<file path="config.mk">
export PLATFORM = sky130hd
export DESIGN_NAME = video_frame_deframer_unit
export DESIGN_NICKNAME = d
export VERILOG_FILES = /design/src/rtl/vfd_pkg.sv /design/src/rtl/vfd_front.sv /design/src/rtl/vfd_queue.sv /design/src/rtl/vfd_out_stage.sv /design/src/rtl/video_frame_deframer_unit.sv
export SDC_FILE = /design/constraint.sdc
export NUM_CORES = 1
export LEC_CHECK = 0
export BUFFER_PORTS_ARGS = -buffer_cell sky130_fd_sc_hd__buf_2
export CORE_MARGIN = 5
export CORE_UTILIZATION = 64
export CTS_CLUSTER_DIAMETER = 120
export CTS_CLUSTER_SIZE = 8
export DETAILED_ROUTE_END_ITERATION = 7
export GPL_TIMING_DRIVEN = 0
export PLACE_DENSITY = 0.81
export SYNTH_ARGS = -nofsm -noshare
export SYNTH_HDL_FRONTEND = slang
export SYNTH_SLANG_ARGS = --single-unit
</file>
<file path="constraint.sdc">
create_clock -name clk_i -period 8.4 [get_ports clk_i]
set_input_delay 0.84 -clock clk_i [delete_from_list [all_inputs] [get_ports clk_i]]
set_output_delay 0.84 -clock clk_i [all_outputs]
set_load 0.1 [all_outputs]
</file>
<file path="src/rtl/vfd_pkg.sv">
// shared types, constants and helpers for the video frame deframer
`default_nettype none

package vfd_pkg;

  localparam int unsigned QUEUE_DEPTH = 4;

  localparam int unsigned IN_TDATA_W  = 8;
  localparam int unsigned OUT_TDATA_W = 64;
  localparam int unsigned OUT_TUSER_W = 2;

  localparam int unsigned REM_W = 34;

  localparam logic [23:0] SYNC_PREFIX = 24'hFFFFAA;
  localparam logic [7:0]  SYNC_TAIL   = 8'h55;
  localparam logic [15:0] HDR_BYTES   = 16'd16;

  // one payload byte with the header fields of its frame
  typedef struct packed {
    logic        missed_frame;
    logic [5:0]  pixel_depth;
    logic [15:0] frame_height;
    logic [15:0] frame_width;
    logic [15:0] frame_number;
    logic        frame_last;
    logic        frame_first;
    logic [7:0]  pixel_byte;
  } vfd_item_t;

  // depth code 8 -> 1 byte, 9..16 -> 2 bytes, 17..32 -> 4 bytes
  function automatic logic depth_ok(logic [15:0] depth);
    return (depth >= 16'd8) && (depth <= 16'd32);
  endfunction

  function automatic logic [1:0] depth_shift(logic [15:0] depth);
    logic [1:0] sh;
    if (depth == 16'd8) begin
      sh = 2'd0;
    end else if (depth <= 16'd16) begin
      sh = 2'd1;
    end else begin
      sh = 2'd2;
    end
    return sh;
  endfunction

endpackage

`default_nettype wire

</file>
<file path="src/rtl/vfd_front.sv">
// front end: sync hunt, header parse, skip and payload tagging
`default_nettype none

module vfd_front import vfd_pkg::*; (
  input  wire logic            clk_i,
  input  wire logic            rst_ni,
  input  wire logic            in_valid_i,
  output logic                 in_ready_o,
  input  wire logic [7:0]      in_data_i,
  output logic                 item_valid_o,
  output vfd_item_t            item_o,
  input  wire logic            item_ready_i
);

  typedef enum logic [1:0] {
    PH_HUNT,
    PH_HEADER,
    PH_SKIP,
    PH_PAYLOAD
  } phase_e;

  localparam logic [3:0] OFF_AFTER_SYNC = 4'd4;
  localparam logic [3:0] OFF_HLEN_LO    = 4'd6;
  localparam logic [3:0] OFF_HLEN_HI    = 4'd7;
  localparam logic [3:0] OFF_NUM_LO     = 4'd8;
  localparam logic [3:0] OFF_NUM_HI     = 4'd9;
  localparam logic [3:0] OFF_WID_LO     = 4'd10;
  localparam logic [3:0] OFF_WID_HI     = 4'd11;
  localparam logic [3:0] OFF_HGT_LO     = 4'd12;
  localparam logic [3:0] OFF_HGT_HI     = 4'd13;
  localparam logic [3:0] OFF_DEP_LO     = 4'd14;
  localparam logic [3:0] OFF_DEP_HI     = 4'd15;

  phase_e            phase_q, phase_d;
  logic [23:0]       sync_q, sync_d;
  logic [3:0]        off_q, off_d;
  logic [15:0]       hlen_q, hlen_d;
  logic [15:0]       num_q, num_d;
  logic [15:0]       wid_q, wid_d;
  logic [15:0]       hgt_q, hgt_d;
  logic [15:0]       dep_q, dep_d;
  logic [15:0]       skip_q, skip_d;
  logic [REM_W-1:0]  rem_q, rem_d;
  logic [15:0]       prev_q, prev_d;
  logic              gap_q, gap_d;
  logic              first_q, first_d;
  logic [31:0]       wh_q, wh_d;

  logic              accept;
  logic              is_last;
  logic [15:0]       dep_full;
  logic [REM_W-1:0]  size;
  logic [15:0]       hlen_eff;

  assign in_ready_o   = item_ready_i;
  assign accept       = in_valid_i && item_ready_i;
  assign is_last      = (rem_q[REM_W-1:1] == '0);
  assign item_valid_o = accept && (phase_q == PH_PAYLOAD);

  // depth high byte arrives with the last header byte
  assign dep_full = {in_data_i, dep_q[7:0]};
  assign size     = REM_W'(wh_q) << depth_shift(dep_full);
  assign hlen_eff = (hlen_q < HDR_BYTES) ? HDR_BYTES : hlen_q;

  always_comb begin
    item_o.pixel_byte   = in_data_i;
    item_o.frame_first  = first_q;
    item_o.frame_last   = is_last;
    item_o.frame_number = num_q;
    item_o.frame_width  = wid_q;
    item_o.frame_height = hgt_q;
    item_o.pixel_depth  = dep_q[5:0];
    item_o.missed_frame = gap_q;
  end

  always_comb begin
    phase_d = phase_q;
    sync_d  = sync_q;
    off_d   = off_q;
    hlen_d  = hlen_q;
    num_d   = num_q;
    wid_d   = wid_q;
    hgt_d   = hgt_q;
    dep_d   = dep_q;
    skip_d  = skip_q;
    rem_d   = rem_q;
    prev_d  = prev_q;
    gap_d   = gap_q;
    first_d = first_q;
    wh_d    = wh_q;
    if (accept) begin
      unique case (phase_q)
        PH_HUNT: begin
          if (sync_q == SYNC_PREFIX && in_data_i == SYNC_TAIL) begin
            phase_d = PH_HEADER;
            off_d   = OFF_AFTER_SYNC;
            sync_d  = '0;
          end else begin
            sync_d = {sync_q[15:0], in_data_i};
          end
        end
        PH_HEADER: begin
          unique case (off_q)
            OFF_HLEN_LO: hlen_d[7:0]  = in_data_i;
            OFF_HLEN_HI: hlen_d[15:8] = in_data_i;
            OFF_NUM_LO:  num_d[7:0]   = in_data_i;
            OFF_NUM_HI:  num_d[15:8]  = in_data_i;
            OFF_WID_LO:  wid_d[7:0]   = in_data_i;
            OFF_WID_HI:  wid_d[15:8]  = in_data_i;
            OFF_HGT_LO:  hgt_d[7:0]   = in_data_i;
            OFF_HGT_HI:  hgt_d[15:8]  = in_data_i;
            OFF_DEP_LO: begin
              dep_d[7:0] = in_data_i;
              // width and height are complete here
              wh_d = {16'b0, wid_q} * {16'b0, hgt_q};
            end
            OFF_DEP_HI:  dep_d[15:8]  = in_data_i;
            default: ;
          endcase
          if (off_q == OFF_DEP_HI) begin
            off_d = '0;
            if (!depth_ok(dep_full) || wh_q == '0) begin
              phase_d = PH_HUNT;
              sync_d  = '0;
            end else begin
              rem_d   = size;
              first_d = 1'b1;
              gap_d   = (num_q != prev_q + 16'd1) && (num_q != prev_q);
              skip_d  = hlen_eff - HDR_BYTES;
              phase_d = (hlen_eff != HDR_BYTES) ? PH_SKIP : PH_PAYLOAD;
            end
          end else begin
            off_d = off_q + 4'd1;
          end
        end
        PH_SKIP: begin
          skip_d = skip_q - 16'd1;
          if (skip_d == '0) begin
            phase_d = PH_PAYLOAD;
          end
        end
        PH_PAYLOAD: begin
          first_d = 1'b0;
          if (is_last) begin
            rem_d   = '0;
            prev_d  = num_q;
            phase_d = PH_HUNT;
            sync_d  = '0;
          end else begin
            rem_d = rem_q - REM_W'(1);
          end
        end
        default: ;
      endcase
    end
  end

  always_ff @(posedge clk_i or negedge rst_ni) begin
    if (!rst_ni) begin
      phase_q <= PH_HUNT;
      sync_q  <= '0;
      off_q   <= '0;
      hlen_q  <= '0;
      num_q   <= '0;
      wid_q   <= '0;
      hgt_q   <= '0;
      dep_q   <= '0;
      skip_q  <= '0;
      rem_q   <= '0;
      prev_q  <= '0;
      gap_q   <= 1'b0;
      first_q <= 1'b0;
      wh_q    <= '0;
    end else begin
      phase_q <= phase_d;
      sync_q  <= sync_d;
      off_q   <= off_d;
      hlen_q  <= hlen_d;
      num_q   <= num_d;
      wid_q   <= wid_d;
      hgt_q   <= hgt_d;
      dep_q   <= dep_d;
      skip_q  <= skip_d;
      rem_q   <= rem_d;
      prev_q  <= prev_d;
      gap_q   <= gap_d;
      first_q <= first_d;
      wh_q    <= wh_d;
    end
  end

  a_last_returns_to_hunt: assert property (@(posedge clk_i) disable iff (!rst_ni)
    (item_valid_o && is_last) |=> (phase_q == PH_HUNT && sync_q == '0))
    else $error("frame end did not restart the sync hunt");

  a_payload_count_nonzero: assert property (@(posedge clk_i) disable iff (!rst_ni)
    (phase_q == PH_PAYLOAD) |-> (rem_q != '0))
    else $error("payload phase with no bytes left");

endmodule

`default_nettype wire

</file>
<file path="src/rtl/vfd_queue.sv">
// short item queue between the parser and the output stage
`default_nettype none

module vfd_queue import vfd_pkg::*; #(
  parameter int unsigned DEPTH = QUEUE_DEPTH
) (
  input  wire logic       clk_i,
  input  wire logic       rst_ni,
  input  wire logic       push_i,
  input  wire vfd_item_t  push_item_i,
  output logic            ready_o,
  output logic            valid_o,
  output vfd_item_t       item_o,
  input  wire logic       pop_i
);

  localparam int unsigned PTR_W = (DEPTH > 1) ? $clog2(DEPTH) : 1;
  localparam int unsigned CNT_W = $clog2(DEPTH + 1);
  localparam logic [PTR_W-1:0] PTR_LAST = PTR_W'(DEPTH - 1);
  localparam logic [CNT_W-1:0] CNT_FULL = CNT_W'(DEPTH);

  vfd_item_t        mem_q [DEPTH];
  logic [PTR_W-1:0] wr_ptr_q, wr_ptr_d;
  logic [PTR_W-1:0] rd_ptr_q, rd_ptr_d;
  logic [CNT_W-1:0] cnt_q, cnt_d;
  logic             do_push, do_pop;

  assign ready_o = (cnt_q != CNT_FULL);
  assign valid_o = (cnt_q != '0);
  assign item_o  = mem_q[rd_ptr_q];
  assign do_push = push_i && ready_o;
  assign do_pop  = pop_i && valid_o;

  always_comb begin
    wr_ptr_d = wr_ptr_q;
    rd_ptr_d = rd_ptr_q;
    cnt_d    = cnt_q;
    if (do_push) begin
      wr_ptr_d = (wr_ptr_q == PTR_LAST) ? '0 : wr_ptr_q + PTR_W'(1);
    end
    if (do_pop) begin
      rd_ptr_d = (rd_ptr_q == PTR_LAST) ? '0 : rd_ptr_q + PTR_W'(1);
    end
    if (do_push && !do_pop) begin
      cnt_d = cnt_q + CNT_W'(1);
    end else if (do_pop && !do_push) begin
      cnt_d = cnt_q - CNT_W'(1);
    end
  end

  always_ff @(posedge clk_i or negedge rst_ni) begin
    if (!rst_ni) begin
      wr_ptr_q <= '0;
      rd_ptr_q <= '0;
      cnt_q    <= '0;
    end else begin
      wr_ptr_q <= wr_ptr_d;
      rd_ptr_q <= rd_ptr_d;
      cnt_q    <= cnt_d;
    end
  end

  always_ff @(posedge clk_i) begin
    if (do_push) begin
      mem_q[wr_ptr_q] <= push_item_i;
    end
  end

  a_no_push_when_full: assert property (@(posedge clk_i) disable iff (!rst_ni)
    push_i |-> (cnt_q != CNT_FULL))
    else $error("request pushed into a full queue");

  a_count_tracks: assert property (@(posedge clk_i) disable iff (!rst_ni)
    (do_push && !do_pop) |=> (cnt_q == $past(cnt_q) + CNT_W'(1)))
    else $error("queue fill count out of step with pushes");

endmodule

`default_nettype wire

</file>
<file path="src/rtl/vfd_out_stage.sv">
// output register: drains the queue onto the master stream
`default_nettype none

module vfd_out_stage import vfd_pkg::*; (
  input  wire logic                   clk_i,
  input  wire logic                   rst_ni,
  input  wire logic                   item_valid_i,
  input  wire vfd_item_t              item_i,
  output logic                        item_pop_o,
  output logic                        m_axis_tvalid_o,
  input  wire logic                   m_axis_tready_i,
  output logic [OUT_TDATA_W-1:0]      m_axis_tdata_o,
  output logic [OUT_TUSER_W-1:0]      m_axis_tuser_o,
  output logic                        m_axis_tlast_o
);

  logic      valid_q;
  vfd_item_t item_q;

  // take a new request when the register is empty or being emptied
  assign item_pop_o = item_valid_i && (!valid_q || m_axis_tready_i);

  always_ff @(posedge clk_i or negedge rst_ni) begin
    if (!rst_ni) begin
      valid_q <= 1'b0;
    end else if (item_pop_o) begin
      valid_q <= 1'b1;
    end else if (m_axis_tready_i) begin
      valid_q <= 1'b0;
    end
  end

  always_ff @(posedge clk_i) begin
    if (item_pop_o) begin
      item_q <= item_i;
    end
  end

  assign m_axis_tvalid_o = valid_q;
  assign m_axis_tlast_o  = item_q.frame_last;
  assign m_axis_tdata_o  = {2'b00, item_q.pixel_depth, item_q.frame_height,
                            item_q.frame_width, item_q.frame_number, item_q.pixel_byte};
  assign m_axis_tuser_o  = {item_q.missed_frame, item_q.frame_first};

endmodule

`default_nettype wire

</file>
<file path="src/rtl/video_frame_deframer_unit.sv">
// top level of the sync word video frame deframer
//
//  port group   dir  tdata                                    tuser          tlast
//  s_axis       in   data_byte[7:0]                           -              -
//  m_axis       out  pixel_byte, number, width, height, depth  first, missed  frame_last
//
//  one stream byte per cycle is taken in every phase (hunt, header, skip, payload)
//  each accepted payload byte passes through the item queue and the output register to m_axis
//  the parser runs at one byte per cycle; only a full item queue stops it
//  s_axis_tready_o falls when the queue is full while m_axis is stalled
//  reset clears the parser to sync hunt with previous frame number zero
`default_nettype none

module video_frame_deframer_unit import vfd_pkg::*; #(
  parameter int unsigned QueueDepth = QUEUE_DEPTH
) (
  input  wire logic                   clk_i,
  input  wire logic                   rst_ni,
  input  wire logic                   s_axis_tvalid_i,
  output logic                        s_axis_tready_o,
  input  wire logic [IN_TDATA_W-1:0]  s_axis_tdata_i,   // [7:0] data_byte
  output logic                        m_axis_tvalid_o,
  input  wire logic                   m_axis_tready_i,
  // [7:0] pixel_byte, [23:8] frame_number, [39:24] frame_width,
  // [55:40] frame_height, [61:56] pixel_depth, [63:62] zero
  output logic [OUT_TDATA_W-1:0]      m_axis_tdata_o,
  output logic [OUT_TUSER_W-1:0]      m_axis_tuser_o,   // [0] frame_first, [1] missed_frame
  output logic                        m_axis_tlast_o    // frame_last
);

  logic      fr_valid;
  vfd_item_t fr_item;
  logic      q_ready;
  logic      q_valid;
  vfd_item_t q_item;
  logic      q_pop;

  vfd_front u_front (
    .clk_i        (clk_i),
    .rst_ni       (rst_ni),
    .in_valid_i   (s_axis_tvalid_i),
    .in_ready_o   (s_axis_tready_o),
    .in_data_i    (s_axis_tdata_i),
    .item_valid_o (fr_valid),
    .item_o       (fr_item),
    .item_ready_i (q_ready)
  );

  vfd_queue #(
    .DEPTH (QueueDepth)
  ) u_queue (
    .clk_i       (clk_i),
    .rst_ni      (rst_ni),
    .push_i      (fr_valid),
    .push_item_i (fr_item),
    .ready_o     (q_ready),
    .valid_o     (q_valid),
    .item_o      (q_item),
    .pop_i       (q_pop)
  );

  vfd_out_stage u_out (
    .clk_i           (clk_i),
    .rst_ni          (rst_ni),
    .item_valid_i    (q_valid),
    .item_i          (q_item),
    .item_pop_o      (q_pop),
    .m_axis_tvalid_o (m_axis_tvalid_o),
    .m_axis_tready_i (m_axis_tready_i),
    .m_axis_tdata_o  (m_axis_tdata_o),
    .m_axis_tuser_o  (m_axis_tuser_o),
    .m_axis_tlast_o  (m_axis_tlast_o)
  );

endmodule

`default_nettype wire

</file>
Word-level counts from Yosys, hierarchy flattened
Memories as Yosys holds them, arrays and structs flattened. A register that Yosys moved wholly into a read port is not among the register bits.
Index checks and enable logic that the tools add are counted.
{"block": "word_totals", "in_bits": 12, "elab_cells": 146, "output_inout_bits": 69, "regBits": 210, "mem_count": 1, "ram_bits": 260}
{"name": "u_queue.mem_q", "words": 4, "width": 65, "read_ports": 1, "rd_clocked_by_memory_dff": 1, "write_ports": 1, "line": "vfd_queue.sv:22", "rtl": "vfd_item_t mem_q [DEPTH];"}
{"block": "classes", "n_shift": 1, "multipliers": 1, "muxes": 36, "n_addsub": 9, "bitwise": 1, "eq_ne": 28, "reduce_logical": 43, "n_lt_le_gt_ge": 4}
{"op": "$mux W34", "count": 3}
{"op": "$mux W24", "count": 4}
{"op": "$pmux W24 S3", "count": 1}
{"op": "$pmux W34 S2", "count": 1}
{"op": "$mux W16", "count": 3}
{"op": "$shl A32 B2 Y34", "count": 1}
{"op": "$sub A34 B1 Y34 const B", "count": 1}
{"op": "$logic_not A33 Y1", "count": 1}
{"op": "$reduce_and A3 Y1", "count": 11}
{"op": "$eq A4 B4 Y1 const B", "count": 8}
{"op": "$logic_not A32 Y1", "count": 1}
{"op": "$mul A16 B16 Y32", "count": 1}
{"op": "$ne A16 B16 Y1", "count": 2}
{"op": "$pmux W16 S2", "count": 1}
{"op": "$eq A24 B24 Y1 const B", "count": 1}
{"op": "$mux W2", "count": 9}
{"op": "$add A16 B1 Y16 const B", "count": 1}
{"op": "$eq A16 B4 Y1 const B", "count": 1}
{"op": "$ge A16 B4 Y1 const B", "count": 1}
{"op": "$le A16 B5 Y1 const B", "count": 1}
{"op": "$le A16 B6 Y1 const B", "count": 1}
{"op": "$logic_not A16 Y1", "count": 1}
{"op": "$lt A16 B5 Y1 const B", "count": 1}
{"op": "$ne A16 B5 Y1 const B", "count": 1}
{"op": "28 further kinds", "count": 66}

Depth between registers and ports, before layout
Gate-level depths: netlist (run 1).
{"block": "logic_depth", "word_depth": 8, "mapped_depth": 23}

Modules after synthesis
From an unflattened synthesis (run 1), not the netlist that was laid out.
{"block": "hier_totals", "hier_cells": 2565, "hier_area_um2": 30939.7}
{"mod": "vfd_front", "cells_per_inst": 2117, "area_per_inst_um2": 19103.3, "seq_area_each_um2": 5054.8, "instances": 1}
{"mod": "vfd_queue", "cells_per_inst": 376, "area_per_inst_um2": 9821.9, "seq_area_each_um2": 7982.7, "instances": 1}
{"mod": "vfd_out_stage", "cells_per_inst": 72, "area_per_inst_um2": 2014.4, "seq_area_each_um2": 1976.9, "instances": 1}

Least setup slack after synthesis (run 1)
Ideal clock, no wire load.
{"block": "synth_path", "path_kind": "register to register", "from": "reg u_front.hgt_q[9]", "to": "reg u_front.wh_q[30]", "n_path_buf": 3, "stages_incl_launch_ff": 22, "setup_time_ns": 0.126, "arrival_ns": 5.864, "setup_slack_ns": 2.410, "path_cell_list": "dfrtp_1 > clkbuf_1 > clkbuf_1 > nand2_1 > fa_1 > inv_1 > fa_1 > fa_1 > fa_1 > fa_1 > inv_1 > fa_1 > inv_1 > ha_1 > clkbuf_1 > a21oi_1 > o21ai_0 > o31ai_1 > a31oi_1 > a221oi_1 > o21ai_0 > a221o_1"}
{"block": "synth_between", "elab_chain_len": 1}
{"item": "start, declared", "line": "vfd_front.sv:40", "rtl": "logic [15:0] hgt_q, hgt_d;"}
{"item": "start signal, assigned", "line": "vfd_front.sv:181", "rtl": "hgt_q <= hgt_d;"}
{"item": "$mul A16 B16 Y32", "line": "vfd_front.sv:115", "rtl": "wh_d = {16'b0, wid_q} * {16'b0, hgt_q};"}
{"item": "end signal, assigned", "line": "vfd_front.sv:188", "rtl": "wh_q <= wh_d;"}
{"item": "end, declared", "line": "vfd_front.sv:47", "rtl": "logic [31:0] wh_q, wh_d;"}
Every way passes these cells.
A chain may end at the register's enable or synchronous reset.

Worst setup path after layout (run 1)
{"block": "layout_path", "from": "reg u_front.hgt_q[9]", "to": "reg u_front.wh_q[28]"}
Same word-level chain as after synthesis.

==> results.toml, run 1 <==
[outcome]
status = "complete, but fails checks"
violations = "DRC"

[setup_path]
reg2reg_to = "u_front.wh_q[28]"
r2r_start = "u_front.hgt_q[9]"
r2r_setup_slack_ns = 0.95
arrival_ns = 7.94
cpMaxStageDelayCell = "clkbuf_1"
critPathLaunchType = "register"
end_kind = "register"
worstPathMaxFanout = 10
rr_worst_depth = 22
required_ns = 8.89
path_cells = "clkbuf_1 -> clkbuf_1 -> nand2_1 -> fa_1 -> inv_1 -> fa_1 -> inv_1 -> fa_1 -> inv_1 -> fa_1 -> fa_1 -> inv_1 -> fa_1 -> inv_1 -> ha_1 -> nand2_1 -> nor2_1 -> a211oi_1 -> a31oi_1 -> a221oi_1 -> o21ai_0 -> a221o_1"
crit_path_max_incr_delay_ns = 0.58
path_common_cell = "fa_1"
critPathKind = "register to register"

[synthesis]
synthCells = 2568
yosys_warnings = 0
synthSimpleGateAreaFrac_pct = 11.2
synth_top_area_share_pct = 31.7
synthMuxAreaShare_pct = 7.90
synth_area_leaders = "edfxtp_1 32%, dfrtp_1 17%, fa_1 13%"
synth-main-ff-cell = "edfxtp_1"
synth-xor-area-share_pct = 1.79
synth_fa_ha_area_share_pct = 17.6
synth.most_common_cell = "nand2_1"
ys_top_cells_by_count = "351 x nand2_1, 325 x edfxtp_1, 274 x inv_1, 210 x dfrtp_1, 195 x fa_1"
syn-cell-area_um2 = 30800
synth_top_family_by_area = "adder cells"
synth-edff-count = 325
synth_top_area_cell = "edfxtp_1"
yosys_register_bits = 535
synth_compound_area_share_pct = 7.82
syn_avg_cell_area_um2 = 12.0
synthArstFlopShare_pct = 39.3
synth_cell_types = 78
ys_seq_area_share_pct = 48.8

[floorplan]
dieHeight_um = 229
io_pins = 81
coreArea_um2 = 47600
rows = 80
start_util_pct = 64.6
die-width_um = 229
dieArea_um2 = 52600

[routing]
num_vias = 22100
routed_wirelength_um = 84300
drt-initial-drc-count = 2866
drc = 5
antenna_left = 0
routedWlPerCell_um = 24.8
first_pass_iters = 8
viasPerCell = 6.48

[clocking]
cts_tree = "built"
cts_setup_buffers = 0
cts_hold_buf = 0
path_clk_slew_ns = 0.05
insertion_delay_ns = 0.61
root_buffer = "clkbuf_16"
post_cts_resized = 0
cts_htree_levels = 3
cts_buffers = 77
cts.sinks = 535
clockBufferDepth = 3

[timing]
fin_tns_setup_ns = 0
rsz0062_at_grt = "false"
fin_skew_ns = 0.0305
tightest_slew_ns = 1.26
fmax_mhz = 134
setup_viol = 0
relSlewSlack_pct = 15.4
min_period_over_period_pct = 88.7
drv_slew = 0
hold_viol = 0
period_needed_ns = 7.45

[placed_design]
port_buffers = 78
gp_congestion = 1.01
dp_hpwl_um = 52800

[power_and_ir_drop]
swShare_pct = 40.2
p_total_uw = 10200
switchingPower_uw = 4110
pwr-share-seq_pct = 35.3
power.internal_uw = 6110
combPwrFrac_pct = 35.9
static-leakage-power_uw = 0.0146
ir_drop_mv = 0.168
clock_power_share_pct = 28.8
pwr_density_cell_nw_per_um2 = 297

[cells_and_area]
nets = 3060
area_growth_pct = 11.9
drive_above_1_share_pct = 12.4

[grt]
first_global_vias = 23100
grt_max_degree = 113
grt_usage_pct = 32.6
antenna_found_initial = 2
gr-total-overflow = 0
grt_pass1_wl_um = 134000

[job]
cap_viol_max_count = 0

[hold_path]
hp-class = "primary input to asynchronous set/reset pin"
-- how the worst max path moves through the flow --
| stage | end | from | slack, ns | depth (start not counted) |
|---|---|---|---|---|
| final | u_front.wh_q[28] | u_front.hgt_q[9] | 0.95 | 22 |
| after global routing | u_front.wh_q[30] | u_front.wid_q[12] | 0.62 | 19 |
| after CTS | u_front.wh_q[30] | u_front.wid_q[12] | 1.08 | 19 |
| after detailed placement | u_front.wh_q[30] | u_front.wid_q[12] | 1.16 | 19 |
| after global placement | u_queue.cnt_q[1] | m_axis_tready_i | 0.84 | 8 |
| after floorplan | u_front.wh_q[30] | u_front.hgt_q[9] | 2.41 | 21 |
-- routing by layer --
layer	wire [um]	GRT usage, %	share of wire, %	vias up
met4	3920	12.8	4.6	0
met1	30600	42.9	36	11000
met3	9050	7.86	11	328
met2	40700	53.2	48	1496
met5	0	0	0	-
li1	-	-	-	9281
-- registers in the layout, summed over array words and instances (netlist names), 3 cells and up, named ones only --
signal / count
u_front.wh_q: 32
u_out.m_axis_tdata_o: 62
u_queue.mem_q: 260
u_front.dep_q: 8
u_front.wid_q: 16
u_front.off_q: 4
u_front.hlen_q: 16
u_front.prev_q: 16
u_front.skip_q: 16
u_front.sync_q: 24
u_front.hgt_q: 16
u_front.rem_q: 34
u_front.num_q: 16
u_queue.cnt_q: 3
-- per-stage QoR --
stage | instance area (um^2) | setup slack, ns | cells | hold slack, ns | util (%)
6_report | 34400 | 0.948 | 3403 | 0.247 | 72.3
5_1_grt | 34400 | 0.622 | 3403 | 0.318 | 72.3
4_1_cts | 34400 | 1.08 | 3402 | 0.291 | 72.3
3_5_place_dp | 32200 | 1.16 | 3269 | 0.467 | 67.5
3_3_place_gp | 31900 | 0.844 | 3262 | 0.461 | 67.0
2_1_floorplan | 30800 | 2.41 | 2569 | 0.446 | -
-- cell type report --
cell class | count | area, um^2
Tap cell | 615 | 769
Fill cell | 2955 | 13200
Antenna cell | 1 | 2.50
Inverter | 274 | 1030
Clock inverter | 7 | 136
Multi-Input combinational cell | 1644 | 14300
Buffer | 116 | 475
Sequential cell | 535 | 15000
Timing Repair Buffer | 85 | 578
Clock buffer | 126 | 2130
-- placed cells by master, fill, tap and decap left out, drive strengths merged, types with 10 or more instances in the layout --
| cell type | synthesis | routed |
|---|---|---|
| nand2 | 351 | 351 |
| edfxtp | 325 | 325 |
| inv | 274 | 275 |
| clkbuf | 94 | 220 |
| dfrtp | 210 | 210 |
| fa | 195 | 195 |
| o21ai | 149 | 149 |
| and2 | 123 | 123 |
| ha | 120 | 120 |
| buf | 22 | 107 |
| a21oi | 93 | 93 |
| mux2 | 84 | 84 |
| nor2 | 77 | 77 |
| mux4 | 65 | 65 |
| xnor2 | 37 | 37 |
| nor3 | 35 | 35 |
| xor2 | 26 | 26 |
| nor4 | 26 | 26 |
| nand3 | 25 | 25 |
| a22oi | 24 | 24 |
| nand4 | 23 | 23 |
| a31oi | 22 | 22 |
| and3 | 17 | 17 |
| a21o | 14 | 14 |
| a22o | 13 | 13 |
| or3 | 10 | 10 |
-- worst max-delay path, delay by kind of cell, from the launching register on --
kind                     cells  cell delay [ns]
adder cells (fa/ha/maj)      7             3.35
AO/OA/AOI/OAI                5             1.70
buffers and inverters        7             1.52
flip-flops                   1             0.40
AND/OR/NAND/NOR              3             0.35
-- cells by family after synthesis --
group,Yosys count
adder cells (fa/ha/maj),315
other,1
AO/OA/AOI/OAI,394
AND/OR/NAND/NOR,719
multiplexers,151
flip-flops,535
XOR/XNOR,63
buffers and inverters,390
-- power by group through the flow --
| stage | Combinational, uW | Sequential [uW] | Clock, uW |
|---|---|---|---|
| finish | 3670 | 3610 | 2940 |
| global route | 3910 | 3640 | 3080 |
| CTS | 3640 | 3600 | 2950 |
| detailed placement | 3550 | 3610 | 0 |
| global placement | 3450 | 3610 | 0 |
| floorplan | 1800 | 4550 | 0 |
Note: power is estimated with default switching activity, not from simulation.
==> run 2, diff against run 1 <==
--- a/config.mk
+++ b/config.mk
@@ -13,6 +13,9 @@
 export DETAILED_ROUTE_END_ITERATION = 7
 export GPL_TIMING_DRIVEN = 0
 export PLACE_DENSITY = 0.81
+export REMOVE_ABC_BUFFERS = 1
+export SLEW_MARGIN = 20
 export SYNTH_ARGS = -nofsm -noshare
 export SYNTH_HDL_FRONTEND = slang
 export SYNTH_SLANG_ARGS = --single-unit
+export TNS_END_PERCENT = 10
==> run 2 against run 1 <==
  * The flow now finishes without violations
  * Register-to-register slack better by 0.53 ns
  * Maximum frequency up 7.6%
  * Global-route usage down 4.6 points
  * Sequential power increased by 1%
  * Sequential cell count unchanged
  * Clock skew up 0.0029 ns
  * Combinational power shrank 5%
  * Design area down 0.77%
  * Die area unchanged
  * Clock power shrank 3%
  * Final cell count shrank 3.4%
  * Utilization shrank 0.56 points
  * Critical path type unchanged
  * Highest routed layer unchanged
==> results.toml, run 2 (synthesized netlist as in run 1, its figures left out) <==
[outcome]
status = "completed"

[grt]
grt_max_degree = 97
gr-total-overflow = 0
grtUsageMet1_pct = 37.9
met2_usage_pct = 45.6
first_global_vias = 21400
grt_usage_pct = 27.9
busiest_layer = "met2"
grt_pass1_wl_um = 117000
antenna_found_initial = 0
use_met3_pct = 5.67

[floorplan]
die-width_um = 229
io_pins = 81
rows = 80
dieHeight_um = 229
dieArea_um2 = 52600
coreArea_um2 = 47600
start_util_pct = 64.6

[timing]
period_needed_ns = 6.93
rsz0062_at_grt = "false"
relSlewSlack_pct = 28.6
tightest_slew_ns = 1.07
drv_slew = 0
fin_skew_ns = 0.0334
hold_viol = 0
setup_viol = 0
min_period_over_period_pct = 82.5
fin_ws_ns = 1.47
fmax_mhz = 144
fin_tns_setup_ns = 0

[setup_path]
crit_path_end = "u_front.wh_q[30]"
critPathLaunchType = "register"
critPathKind = "register to register"
r2r_start = "u_front.wid_q[6]"
worstPathMaxFanout = 21
r2r_setup_slack_ns = 1.47
critPathTopFamily = "adder cells"
worst-path-stages = 19
arrival_ns = 7.41
cpMaxStageDelayCell = "dfrtp_1"
rr_worst_depth = 19
path_common_cell = "fa_1"
end_kind = "register"
reg2reg_to = "u_front.wh_q[30]"
required_ns = 8.88
crit_path_max_incr_delay_ns = 0.75
path_cells = "and2_1 -> fa_1 -> inv_1 -> fa_1 -> fa_1 -> fa_1 -> inv_1 -> fa_1 -> inv_1 -> fa_1 -> inv_1 -> ha_1 -> a21oi_1 -> nor2_1 -> a211oi_1 -> a31oi_1 -> a221oi_1 -> o21ai_0 -> a221o_1"
critPathBufInv = 4
startpoint = "u_front.wid_q[6]"

[hold_path]
hp-class = "primary input to asynchronous set/reset pin"

[clocking]
cts_hold_buf = 0
insertion_delay_ns = 0.63
cts_tree = "built"
root_buffer = "clkbuf_16"
cts.sinks = 535
path_clk_slew_ns = 0.06
cts_setup_buffers = 0
clockBufferDepth = 3
cts_buffers = 76
cts_htree_levels = 3
post_cts_resized = 0

[cells_and_area]
area_growth_pct = 11.0
final_cell_mix = "350 x nand2_1, 325 x edfxtp_1, 274 x inv_1"
regArea_um2 = 15000
layout_commonest_cell = "nand2_1"
fillCellCount = 2970
top_register = "u_queue.mem_q"
largest_reg_flops = 260
antennaDiodeCount = 0
drive_above_1_share_pct = 13.3
nets = 2954
multi_input_area_um2 = 14300

[power_and_ir_drop]
power.internal_uw = 6070
static-leakage-power_uw = 0.0145
combPwrFrac_pct = 34.9
clock_power_share_pct = 28.5
switchingPower_uw = 3930
ir_drop_mv = 0.229
swShare_pct = 39.3
pwr_density_cell_nw_per_um2 = 293
pwr-share-seq_pct = 36.6

[routing]
drt-initial-drc-count = 2141
first_pass_iters = 8
antenna_left = 0
routedWlPerCell_um = 21.9
drc = 0
num_vias = 20700
viasPerCell = 6.31
routed_wirelength_um = 71900

[placed_design]
dp_hpwl_um = 45300
gp_congestion = 0.927
port_buffers = 78
pre_cts_ws_ns = 1.66

[job]
cap_viol_max_count = 0
run 2: cell count changes in the layout (fill, tap and decap cells not counted), sizes merged:
| cell | before | now |
|---|---|---|
| clkinv | 4 | 2 |
| inv | 275 | 277 |
| buf | 107 | 96 |
| bufinv | 1 | 0 |
| clkinvlp | 1 | 0 |
| clkbuf | 220 | 118 |
| diode | 1 | 0 |
run 2: worst register-to-register path, delay by kind of cell (launching register included):
family	cells	cell delay, ns
and+or+nand+nor	2	0.46
AOI/OAI and AO/OA	6	1.89
buffers and inverters	4	0.22
adders and majority gates	7	3.46
DFF	1	0.75
run 2: final cells by class:
| type | instances | share of cell area (%) |
|---|---|---|
| Timing Repair Buffer | 96 | 2.34 |
| Multi-Input combinational cell | 1644 | 42.0 |
| Inverter | 274 | 3.01 |
| Sequential cell | 535 | 44.0 |
| Tap cell | 615 | 2.25 |
| Clock inverter | 5 | 0.286 |
| Clock buffer | 118 | 6.15 |
run 2: worst min path at each step:
stage / startpoint / end / slack (ns)
floorplan: u_front.dep_q[7] / u_front.dep_q[7] / 0.45
global placement: u_front.dep_q[7] / u_front.dep_q[7] / 0.46
detailed placement: u_front.sync_q[18] / u_front.sync_q[18] / 0.48
CTS: rst_ni / u_front.num_q[0] / 0.04
global route: rst_ni / u_front.num_q[10] / 0.06
finish: rst_ni / u_front.num_q[0] / 0.06
run 2: routing by layer:
layer / routed length [um] / vias to the layer above
met1: 28200 / 10400
met2: 35300 / 1104
met3: 6040 / 169
li1: - / 9055
met4: 2410 / 0
met5: 0 / -
run 2: per-stage QoR:
step / std cells / instance area, um^2 / hold WS [ns] / power, uW / utilization [%]
after floorplan: 2453 / 30300 / 0.446 / 6310 / -
after global placement: 3146 / 31500 / 0.459 / 6990 / 66.0
after detailed placement: 3164 / 32000 / 0.480 / 7140 / 67.1
after CTS: 3287 / 34200 / 0.0411 / 10000 / 71.7
after global routing: 3287 / 34200 / 0.0604 / 10500 / 71.7
final: 3287 / 34200 / 0.0610 / 10000 / 71.7
run 2: power groups by stage:
stage          clock (uW)  sequential (uW)  combinational [uW]
2_1_floorplan           0             4670                1640
3_3_place_gp            0             3790                3200
3_5_place_dp            0             3690                3450
4_1_cts              2880             3660                3490
5_1_grt              3020             3710                3740
6_report             2850             3660                3490
